--- config.mk ---
export PLATFORM = sky130hd
export DESIGN_NAME = gcpl_mul
export DESIGN_NICKNAME = d
export VERILOG_FILES = /design/src/sv/gcpl_pkg.sv /design/src/sv/gcpl_mul.sv
export SDC_FILE = /design/constraint.sdc
export NUM_CORES = 1
export LEC_CHECK = 0
export BUFFER_PORTS_ARGS = -buffer_cell sky130_fd_sc_hd__buf_2
export CORE_UTILIZATION = 60
export CTS_CLUSTER_DIAMETER = 80
export DETAILED_ROUTE_END_ITERATION = 8
export PLACE_DENSITY_LB_ADDON = 0.2
export SLEW_MARGIN = 40
export SYNTH_ARGS = -nofsm -noshare
export SYNTH_HDL_FRONTEND = slang
export SYNTH_SLANG_ARGS = --single-unit
--- constraint.sdc ---
create_clock -name clock -period 8.4 [get_ports clock]
set_input_delay 1.68 -clock clock [delete_from_list [all_inputs] [get_ports clock]]
set_output_delay 1.68 -clock clock [all_outputs]
set_load 0.05 [all_outputs]
--- src/sv/gcpl_pkg.sv ---
// Package for the great-circle path length block: CORDIC constants, arctangent
// table, shared widths and state machine type. No dependencies.
`default_nettype none
package gcpl_pkg;
   localparam int CORDIC_ITERATIONS = 30;
   localparam int TABLE_LEN = 40;
   localparam int ITER_COUNT = (CORDIC_ITERATIONS < TABLE_LEN) ? CORDIC_ITERATIONS : TABLE_LEN;
   localparam int ITER_W = $clog2(TABLE_LEN);

   // working width of the CORDIC datapath (Q2.30 plus guard)
   localparam int DW = 36;

   localparam logic signed [DW-1:0] Q30_ONE = DW'(64'sd1 << 30);
   localparam logic signed [DW-1:0] CORDIC_GAIN = DW'(64'sd652032874);
   localparam logic [24:0] RADK = 25'd18740326;
   localparam logic signed [26:0] DEG90 = 27'sd5898240;
   localparam logic signed [26:0] DEG180 = 27'sd11796480;
   localparam logic signed [26:0] DEG360 = 27'sd23592960;
   localparam logic [24:0] LEG_MUL = 25'd16329728;

   function automatic logic signed [DW-1:0] atan_entry(input logic [ITER_W-1:0] i);
      logic signed [DW-1:0] v;
      case (i)
         6'd0: v = DW'(36'sh3243F6A8);
         6'd1: v = DW'(36'sh1DAC6705);
         6'd2: v = DW'(36'sh0FADBAFC);
         6'd3: v = DW'(36'sh07F56EA6);
         6'd4: v = DW'(36'sh03FEAB76);
         6'd5: v = DW'(36'sh01FFD55B);
         6'd6: v = DW'(36'sh00FFFAAA);
         6'd7: v = DW'(36'sh007FFF55);
         6'd8: v = DW'(36'sh003FFFEA);
         6'd9: v = DW'(36'sh001FFFFD);
         6'd10: v = DW'(36'sh000FFFFF);
         6'd11: v = DW'(36'sh0007FFFF);
         6'd12: v = DW'(36'sh0003FFFF);
         6'd13: v = DW'(36'sh0001FFFF);
         6'd14: v = DW'(36'sh0000FFFF);
         6'd15: v = DW'(36'sh00007FFF);
         6'd16: v = DW'(36'sh00003FFF);
         6'd17: v = DW'(36'sh00001FFF);
         6'd18: v = DW'(36'sh00000FFF);
         6'd19: v = DW'(36'sh000007FF);
         6'd20: v = DW'(36'sh000003FF);
         6'd21: v = DW'(36'sh000001FF);
         6'd22: v = DW'(36'sh000000FF);
         6'd23: v = DW'(36'sh0000007F);
         6'd24: v = DW'(36'sh0000003F);
         6'd25: v = DW'(36'sh0000001F);
         6'd26: v = DW'(36'sh0000000F);
         6'd27: v = DW'(36'sh00000008);
         6'd28: v = DW'(36'sh00000004);
         6'd29: v = DW'(36'sh00000002);
         6'd30: v = DW'(36'sh00000001);
         default: v = '0;
      endcase
      return v;
   endfunction

   // sequencer states
   typedef enum logic [3:0] {
      ST_IDLE, ST_RAD, ST_ROT, ST_PROD, ST_SQRT, ST_ACOS, ST_LEG, ST_DONE
   } state_type;

   // multiply-unit operation selectors
   typedef enum logic [1:0] {
      MOP_Q30, MOP_RAD, MOP_LEG
   } mop_type;
endpackage
`default_nettype wire

--- src/sv/gcpl_mul.sv ---
// Shift-add multiplier for the great-circle block: one 2-bit digit of the
// multiplier per cycle, magnitudes only. Uses gcpl_pkg.
`default_nettype none
module gcpl_mul
   import gcpl_pkg::*;
(
   input  wire logic         clock,
   input  wire logic         reset,
   input  wire logic         start,
   input  wire logic [35:0]  a_mag,
   input  wire logic [35:0]  b_mag,
   output logic              busy,
   output logic [71:0]       product
);
   logic [71:0] acc_ff, acc_in;
   logic [71:0] mcand_ff, mcand_in;
   logic [35:0] mplier_ff, mplier_in;
   logic [4:0]  cnt_ff, cnt_in;
   logic        busy_ff, busy_in;

   // one radix-4 digit per cycle
   always_comb begin
      acc_in = acc_ff;
      mcand_in = mcand_ff;
      mplier_in = mplier_ff;
      cnt_in = cnt_ff;
      busy_in = busy_ff;
      if (start) begin
         acc_in = '0;
         mcand_in = {36'd0, a_mag};
         mplier_in = b_mag;
         cnt_in = 5'd18;
         busy_in = 1'b1;
      end else if (busy_ff) begin
         acc_in = acc_ff + (mplier_ff[0] ? mcand_ff : 72'd0)
                  + (mplier_ff[1] ? {mcand_ff[70:0], 1'b0} : 72'd0);
         mcand_in = {mcand_ff[69:0], 2'b00};
         mplier_in = {2'b00, mplier_ff[35:2]};
         cnt_in = cnt_ff - 5'd1;
         if (cnt_ff == 5'd1) busy_in = 1'b0;
      end
   end

   always_ff @(posedge clock) begin
      if (reset) begin
         busy_ff <= 1'b0;
         cnt_ff <= '0;
      end else begin
         busy_ff <= busy_in;
         cnt_ff <= cnt_in;
      end
      acc_ff <= acc_in;
      mcand_ff <= mcand_in;
      mplier_ff <= mplier_in;
   end

   assign busy = busy_ff;
   assign product = acc_ff;
endmodule
`default_nettype wire

# Word level (Yosys, flattened, before mapping)
# Cells that the tools add are included.
[classes]
add_sub_neg = 3
eq_ne = 1
n_mux = 11
reduce_logical = 2
[op_table]
columns = ["cell", "n"]
rows = [
  ["72-bit adder", 2],
  ["36-bit two-way mux", 4],
  ["72-bit two-way mux", 2],
  ["5-bit two-way mux", 2],
  ["5-bit by 1-bit == test with 1-bit output (second input constant)", 1],
  ["5-bit by 1-bit subtractor with 5-bit output (second input constant)", 1],
  ["1-bit two-way mux", 3],
  ["2-bit nonzero test", 1],
  ["2-bit OR reduction", 1],
]
[word_totals]
register_bits = 186
input_bits = 75
out_inout_bits = 73
word_cells = 24

# Logic depth before layout (Yosys ltp)
# Gate-level depths: netlist of run 1.
[logic_depth]
ltp_word = 4
mapped_depth = 18
depth_no_buf = 16

# Worst setup path after synthesis of run 1
# Ideal clock, no wire load.
[synth_path]
path_type = "register -> register"
from = "register mplier_ff[0]"
to = "register acc_ff[65] (netlist: product[65])"
setup_ns = 0.122
arrival_time_ns = 4.040
required_time_ns = 8.278
slack_ns = 4.238
stages_incl_launch_ff = 18
path_buffers = 2
synth_period_minus_slack_ns = 4.162
path_cell_list = "edfxtp_1 clkbuf_1 clkbuf_1 nand2_1 fa_1 inv_1 ha_1 inv_1 fa_1 and2b_1 o31a_1 o21ai_1 o21ai_2 a41oi_2 o41ai_4 a41oi_2 o2111a_1 a221o_1"
[synth_via]
elab_chain_cells = 3
[synth_rtl]
columns = ["element", "line", "rtl"]
rows = [
  ["start: declaration", "gcpl_mul.sv:17", "logic [35:0] mplier_ff, mplier_in;"],
  ["start signal: assignment", "gcpl_mul.sv:54", "mplier_ff <= mplier_in;"],
  ["72-bit two-way mux", "gcpl_mul.sv:35", "acc_in = acc_ff + (mplier_ff[0] ? mcand_ff : 72'd0)"],
  ["72-bit adder", "gcpl_mul.sv:35", ""],
  ["72-bit adder", "gcpl_mul.sv:36", "+ (mplier_ff[1] ? {mcand_ff[70:0], 1'b0} : 72'd0);"],
  ["end signal: assignment", "gcpl_mul.sv:52", "acc_ff <= acc_in;"],
  ["end: declaration", "gcpl_mul.sv:15", "logic [71:0] acc_ff, acc_in;"],
]
# No other way between the ends.
# A chain may end at the register's enable or synchronous reset.

# Final worst setup path of run 1
[layout_path]
from = "register mplier_ff[1]"
to = "register acc_ff[65] (netlist: product[65])"
[layout_via]
elab_chain_cells = 2
[layout_rtl]
columns = ["element", "line"]
rows = [
  ["72-bit two-way mux", "gcpl_mul.sv:36"],
  ["72-bit adder", "gcpl_mul.sv:36"],
]
# No other way between the ends.

==> results of run 1 <==
## flip-flops by register name, summed over array words and instances, names as in the netlist
signal and count:
cnt_ff 5, mcand_ff 72, busy 1, mplier_ff 36
product 72
## routing by layer
metal / track usage (%) / vias up / wire length [um]
met4: 6.49 / 0 / 592
met5: 0 / - / 0
met2: 48.5 / 377 / 15500
met1: 39.3 / 5200 / 14700
met3: 5.43 / 53 / 2140
li1: - / 5184 / -
## per-stage QoR
stage | instances | setup slack, ns | power (mW)
final | 1804 | 3.49 | 3.10
after global routing | 1804 | 3.25 | 3.26
after CTS | 1802 | 3.09 | 3.10
after detailed placement | 1770 | 3.12 | 2.23
after global placement | 1769 | 3.28 | 2.22
after floorplan | 1419 | 4.24 | 1.97
## kinds of logic after synthesis
group                    synth area share, %
multiplexers                            11.0
adder cells (fa/ha/maj)                 17.1
AO/OA/AOI/OAI                           14.4
buffers and inverters                   3.31
AND/OR/NAND/NOR                         17.3
XOR/XNOR                                4.30
flip-flops                              32.6
## layout by cell type, fill, tap and decap left out, drive strengths merged, types with 12 or more instances in the layout
cell type	instances
buf	156
and2	147
nor2	135
dfxtp	114
a21oi	95
nand2	94
o21ai	81
ha	73
mux2i	72
edfxtp	72
fa	71
mux2	69
inv	38
xnor2	37
xor2	30
nand4	26
a21o	26
clkbuf	17
o21bai	17
nand3	13
nor3	12
## power by group through the flow
| stage | clock [mW] | combinational [mW] | sequential (mW) |
|---|---|---|---|
| 3_3_place_gp | 0 | 1.09 | 1.13 |
| 6_report | 0.860 | 1.13 | 1.11 |
| 2_1_floorplan | 0 | 0.724 | 1.25 |
| 3_5_place_dp | 0 | 1.10 | 1.13 |
| 5_1_grt | 0.903 | 1.23 | 1.12 |
| 4_1_cts | 0.873 | 1.12 | 1.11 |
## final cells by class
| type | instances | share of cell area, % |
|---|---|---|
| multi-input cells | 1118 | 57.8 |
| flip-flops and latches | 186 | 29.4 |
| repair buffers | 156 | 5.55 |
| clock buffers | 17 | 2.81 |
| well taps | 280 | 2.31 |
| clock inverters | 15 | 1.40 |
| inverters | 32 | 0.793 |
## worst paths after layout
| kind | cells after the start | end | start |
|---|---|---|---|
| max reg2reg | 16 | product[65] | mplier_ff[1] |
| min reg2reg | 2 | mcand_ff[71] | mcand_ff[71] |
| min | 2 | mcand_ff[71] | mcand_ff[71] |
| max | 16 | product[65] | mplier_ff[1] |
## worst register-to-register path: stages, from the launching register on
cell and delay (ns):
sky130_fd_sc_hd__edfxtp_1 0.53, sky130_fd_sc_hd__buf_4 0.41, sky130_fd_sc_hd__nand2_1 0.16, sky130_fd_sc_hd__fa_1 0.44, sky130_fd_sc_hd__inv_1 0.07, sky130_fd_sc_hd__ha_1 0.18
sky130_fd_sc_hd__inv_1 0.06, sky130_fd_sc_hd__fa_1 0.39, sky130_fd_sc_hd__and2b_1 0.23, sky130_fd_sc_hd__o31a_1 0.20, sky130_fd_sc_hd__o21ai_1 0.15, sky130_fd_sc_hd__o21ai_2 0.28
sky130_fd_sc_hd__a41oi_2 0.32, sky130_fd_sc_hd__o41ai_4 0.57, sky130_fd_sc_hd__a41oi_2 0.27, sky130_fd_sc_hd__o2111a_1 0.30, sky130_fd_sc_hd__a221o_1 0.25
==> results list, run 1 <==
* Maximum clock path buffer count: 2
- Number of filler instances in the final layout: 1792
- Across all register-to-register paths, the minimum setup slack is 3.49 ns.
- Cell area after synthesis: 13600 um2
- The number of buffers and inverters on the critical path is 3.
* Top cells by instance count after synthesis: 146 x sky130_fd_sc_hd__and2_1, 135 x sky130_fd_sc_hd__nor2_1, 114 x sky130_fd_sc_hd__dfxtp_1
- Slew @ Worst Pin: 0.830 ns
- Yosys top cell by area: sky130_fd_sc_hd__dfxtp_1
- The final reports fail on DRC.
* Synthesis Warnings: 0
* Global route overflow: 0
* Internal portion of total power: 1.85 mW
- Fraction of post-synthesis cell area in the top cell type by area: 16.7%
- The tightest hold path in the finished design has a slack of 0.508 ns.
- Buffers inserted during clock tree synthesis total 17.
* Area of the die: 23300 um2
* CP Launch Type: flop
- Number of register bits inferred by synthesis: 186
- Growth of design area from synthesis to finish: 11.1%
* Flip-flop and latch area: 4450 um2
* Number of antenna violations at the first check in global routing: 0
- The detailed router placed 10814 vias in this run.
- Crit. End Element: flop
- The first TritonRoute pass finished after 9 iterations.
* Count of flip-flops with a built-in enable after synthesis: 72
- For the worst-skew pair, the clock arrives at the later sink with an insertion delay of 0.46 ns.
* Avg Inst Size Synth: 9.61 um2
* Via density: 5.99
- The via count of the first global-routing pass is 10742.
- Power per standard cell area: 204 nW/um2
* Post-Place Cell Area: 14500 um2
- 0 antenna diodes ended up in the layout.
- TritonCTS clock tree: yes
- Area used by multi-input combinational logic: 8750 um2
- Fraction of synthesis flops using an asynchronous set or reset pin: 0%
- Leading post-synthesis cells by cell area: sky130_fd_sc_hd__dfxtp_1 17%, sky130_fd_sc_hd__edfxtp_1 16%, sky130_fd_sc_hd__fa_1 10%
* Worst relative slew slack: 44.4%
- Entering global routing, the biggest net connects 89 pins.
- The setup path with the least slack is of type flop to flop.
* Number of cell rows: 54
- At the worst endpoint, the required time is 8.74 ns.
- For this run, the post-layout net count is 1730.
* Count of instances resized after the clock tree is built: 0
- The largest single stage delay on the critical path is 0.57 ns.
- Setup violations remaining at the end of the flow were counted as 0.
* Final max-slew violation count: 0
- Buffers added to address setup during post-CTS repair amount to 0.
- Arrival time at the worst endpoint: 5.26 ns
- Summing the sequential cell areas from Yosys gives 32.6% of the chip area.
* Proportion of layout cells with a drive suffix above 1: 18.8%
* Final Util: 68.8%
- Initial Utilization: 61.9%
- Leak Pwr: 6.65 nW
* Total wire length: 33000 um
- Power share of the clock group: 27.8%
- Crit path max fanout: 40
- Global-route wire length before repair: 54700 um
* Antenna-violating nets left: 0
* Share of total power in combinational logic: 36.4%
- Ys flop type: sky130_fd_sc_hd__dfxtp_1
- Setup repair after global routing left no endpoint under its margin.
* Post-synth net total: 1638
* Count of unresolved DRC violations after routing: 2
- Number of placed I/O pins: 148
- After clock tree synthesis, the clock-pin slew on the worst setup and hold paths is 0.09 ns.
* Starting DRT DRC Count: 817
* Worst Skew: 0.0147 ns
- For this design, the sink count on the clock tree is 186.
- Final hold vios: 0
- In this run switching power makes up 40.3% of total power.
- In this run the clock root is driven by a sky130_fd_sc_hd__clkbuf_16.
- Among cell families on the critical path, the largest total delay comes from compound AO/OA/AOI/OAI gates.
- Wire length per cell: 18.3 um
- Port Buf Inserts: 147
- Final period utilization: 58.5%
- The floorplan step set the die width to 153 um.
* Global Route Usage Sum: 29.1%
- The path class of the tightest hold or removal check is flop to flop.
- sky130_fd_sc_hd__and2_1 is the most common cell in the netlist.
- Cell at the slowest stage of the critical path: sky130_fd_sc_hd__o41ai_4
- Summed area of non-filler cells in the final layout: 15100 um2
- Worst IR Drop VDD: 0.135 mV
- Tmin final: 4.91 ns
* Fin Setup TNS: 0 ns
- Count of max-cap constraint violations: 0
- Peak Freq: 203 MHz
* Count of distinct cell types in the synthesized netlist: 77
- CTS hold repair buffers: 0
- Area of the core: 22000 um2
* Cell count after synthesis: 1419
- HPWL after detailed placement: 23700 um
* Global placement routability congestion: 0.928
* CP Cell Sequence: buf_4, nand2_1, fa_1, inv_1, ha_1, inv_1, fa_1, and2b_1, o31a_1, o21ai_1, o21ai_2, a41oi_2, o41ai_4, a41oi_2, o2111a_1, a221o_1
- CTS H-Tree Depth: 4
* Result of the run: finished with violations
- Total net switching power: 1.25 mW
- Height of the die: 153 um
- Sequential fraction of design power: 35.8%
No activity file was read; power rests on OpenSTA's default activity.
==> inputs of run 2 (changes only) <==
--- a/config.mk
+++ b/config.mk
@@ -5,6 +5,7 @@
 export SDC_FILE = /design/constraint.sdc
 export NUM_CORES = 1
 export LEC_CHECK = 0
+export ABC_AREA = 1
 export BUFFER_PORTS_ARGS = -buffer_cell sky130_fd_sc_hd__buf_2
 export CORE_UTILIZATION = 60
 export CTS_CLUSTER_DIAMETER = 80
==> constraint.sdc (replaced) <==
create_clock -name clock -period 4.7 [get_ports clock]
set_input_delay 0.94 -clock clock [delete_from_list [all_inputs] [get_ports clock]]
set_output_delay 0.94 -clock clock [all_outputs]
set_load 0.05 [all_outputs]
==> run 2 against run 1 <==
Critical path depth grew 5. Sequential share of layout area shrank 3.4 points. Total power grew 72%. Sequential cell count is the same. Via count grew 41%. The run now ends clean. Global-route usage grew 6.5 points. Highest routed layer unchanged.
==> results list, run 2 <==
* Ys flop type: sky130_fd_sc_hd__dfxtp_1
- Overall power of the completed layout: 5.32 mW
- Most numerous cell in the Yosys netlist: sky130_fd_sc_hd__nand2_1
* Global route overflow: 0
* Fin Setup TNS: 0 ns
- Worst Skew: 0.0271 ns
- The core region is 25300 um2.
- The netlist uses 38 different library cells.
- The number of hold violations in the final report is 0.
- Setup repair after global routing left no endpoint under its margin.
* Bufs and invs on worst path: 5
* CP Launch Type: flop
* Worst relative slew slack: 46.3%
- For the worst flop-to-flop path, the logic depth is 21.
- Tightest hold margin: 0.486 ns
- At the pin with the least slew margin, the transition time is 0.805 ns.
- Endpoints failing setup: 0
- Global routing used 35.6% of the available tracks.
- Fraction of synthesis flops using an asynchronous set or reset pin: 0%
- The worst path uses 83.3% of the clock period.
* Number of filler instances in the final layout: 2214
* CP dominant cell by count: sky130_fd_sc_hd__nand2_1
* TritonCTS clock tree: yes
* Maximum clock path buffer count: 2
- Leading post-synthesis cells by cell area: sky130_fd_sc_hd__nand2_1 21%, sky130_fd_sc_hd__dfxtp_1 15%, sky130_fd_sc_hd__edfxtp_1 14%
- Cell count after synthesis: 2417
- The net count of the finished layout is 2753.
- Clock buffer count from CTS: 17
- For this run, the slowest stage of the critical path takes 0.46 ns.
- Height of the die: 163 um
- The number of antenna diodes in the final layout is 0.
* Leak Pwr: 9.96 nW
* Antenna-violating nets left: 0
- Starting DRT DRC Count: 1478
- Synthesis Warnings: 0
* Via Count: 15254
- Across the run, the number of max-cap violations was 0.
* Growth of design area from synthesis to finish: 10.9%
- Gates resized during post-CTS repair numbered 0.
* Clock sink count: 186
- Global placement routability congestion: 0.982
- Cell area after synthesis: 15500 um2
* Crit path max fanout: 72
- Arrival time at the worst endpoint: 4.26 ns
* Crit. End Element: flop
* Number of cell rows: 58
- Dividing the detail-routed via count by the number of cells gives 5.30.
* Proportion of layout cells with a drive suffix above 1: 9.19%
- In this run the number of H-tree levels came out at 4.
- Counting every net in the synthesized netlist gives 2636.
* Number of cells on the critical path: 21
- Count of flip-flops with a built-in enable after synthesis: 72
- Insertion delay of the later-clocked pin in the worst-skew pair: 0.47 ns
- Sequential cells were found to cover 28.7% of the synthesized design area.
- IR analysis of the VDD net gives a maximum drop of 0.307 mV.
- Die outline width: 163 um
- The final count of pins violating max slew was 0.
- Total wire length: 46100 um
- The slowest stage of the critical path is the sky130_fd_sc_hd__fa_1 cell.
- Via count of the first global-routing pass: 14538
* Initial Utilization: 61.2%
* Category of the most critical setup path: flop to flop
- In this run, synthesis produced a sequential element count of 186.
- Dividing the detail-routed wire length by the instance count gives 16.0 um.
* Crit path max-delay family: simple AND/OR/NAND/NOR gates
- Top library cells by usage in the layout, fill and taps aside: 871 x sky130_fd_sc_hd__nand2_1, 495 x sky130_fd_sc_hd__inv_1, 244 x sky130_fd_sc_hd__nor2_1
- The first global-routing pass estimated 73700 um of wire.
- Subtracting the final worst setup slack from the clock period gives 3.92 ns.
- In this run the register-to-register setup slack is 0.78 ns.
* Number of antenna violations at the first check in global routing: 0
- The first detailed-routing pass took 8 iterations.
- Avg Inst Size Synth: 6.40 um2
* CP Data Required Time: 5.05 ns
- The count of buffers added on input and output ports is 147.
- The die covers 26400 um2.
- Entering global routing, the biggest net connects 109 pins.
- The library cell used most frequently in the layout, excluding fill and tap cells, is sky130_fd_sc_hd__nand2_1.
- Clock slew at reported path FFs: 0.10 ns
- Based on the critical path, the design can be clocked at up to 255 MHz.
* Result of the run: completed
- Post-CTS timing repair inserted 0 buffers for setup.
- In the routed design, unresolved DRC markers number 0.
* Min-Delay Path Class: flop to flop
* Number of placed I/O pins: 148
- CTS root buffer: sky130_fd_sc_hd__clkbuf_16
- Hold Path Stages: 2
- Power spread over the standard cell area amounts to 310 nW/um2.
- Top cells by instance count after synthesis: 871 x sky130_fd_sc_hd__nand2_1, 495 x sky130_fd_sc_hd__inv_1, 244 x sky130_fd_sc_hd__nor2_1
- HPWL after detailed placement: 35800 um
* Yosys top cell by area: sky130_fd_sc_hd__nand2_1
- Fraction of post-synthesis cell area in the top cell type by area: 21.1%
- CTS hold repair buffers: 0
- CP Cell Sequence: buf_12, nand2_1, fa_1, inv_1, ha_1, inv_1, fa_1, inv_1, nand3_1, nand3_1, nand2_1, nand2_1, nand2_1, nand2_1, nand3_1, nand2_1, nand2_1, nand3_1, nand3_1, nand2_1, inv_1
==> run 2: cell count changes after synthesis, sizes merged, moves of 72 or more <==
cell	previous run	this run
nand3	13	90
mux2i	72	0
and2	147	3
inv	32	504
nand2	94	878
nor2	135	258
==> run 2: routing by layer <==
layer / vias up / track usage, % / routed length, um
met4: 0 / 9.90 / 1130
met1: 7054 / 48.9 / 20500
met3: 84 / 3.90 / 3200
li1: 7528 / - / -
met2: 588 / 59.4 / 21200
met5: - / 0 / 0
==> run 2: cell families (layout without fill, tap and decap cells) <==
group / after synthesis / in the layout / synth area share, %
fa+ha+maj: 144 / 144 / 15.1
simple gates: 1260 / 1260 / 32.4
flops: 186 / 186 / 28.7
xor+xnor: 35 / 35 / 1.98
compound gates: 228 / 228 / 8.10
buf+inv: 564 / 694 / 13.7
==> run 2: cell type report <==
type | count | area [um2] | area share, %
sequential | 186 | 4450 | 25.9
tap | 330 | 413 | 2.41
multi-input combinational | 1667 | 8900 | 51.9
clock inverter | 15 | 221 | 1.29
timing repair buffer | 158 | 846 | 4.93
inverter | 504 | 1890 | 11.0
clock buffer | 17 | 425 | 2.48
==> run 2: metrics by stage <==
| stage | std cells | area (um2) | setup WS (ns) | util, % |
|---|---|---|---|---|
| floorplan | 2417 | 15500 | 0.712 | - |
| finish | 2877 | 17100 | 0.784 | 67.9 |
| detailed placement | 2845 | 16500 | 0.991 | 65.3 |
| global route | 2877 | 17100 | 0.453 | 67.9 |
| CTS | 2877 | 17100 | 0.879 | 67.9 |
| global placement | 2845 | 16500 | 1.06 | 65.3 |
==> run 2: path summary, 6_finish.rpt <==
kind,endpoint,from
max reg2reg,product[45],mplier_ff[0]
min,mcand_ff[71],mcand_ff[71]
max,product[45],mplier_ff[0]
min reg2reg,mcand_ff[71],mcand_ff[71]
==> run 2: where the power goes <==
group / leakage, nW / switching, mW / total, mW / internal, mW
Clock: 0.313 / 0.858 / 1.61 / 0.757
Sequential: 1.67 / 0.131 / 1.96 / 1.83
Combinational: 7.97 / 1.21 / 1.75 / 0.535
Total: 9.96 / 2.20 / 5.32 / 3.12
==> run 2: worst register-to-register path: cells and delay by family (launching register included) <==
| family | cells | cell delay [ns] |
|---|---|---|
| and+or+nand+nor | 13 | 1.68 |
| adders and majority gates | 3 | 1.12 |
| buffers and inverters | 5 | 0.61 |
| DFF | 1 | 0.39 |
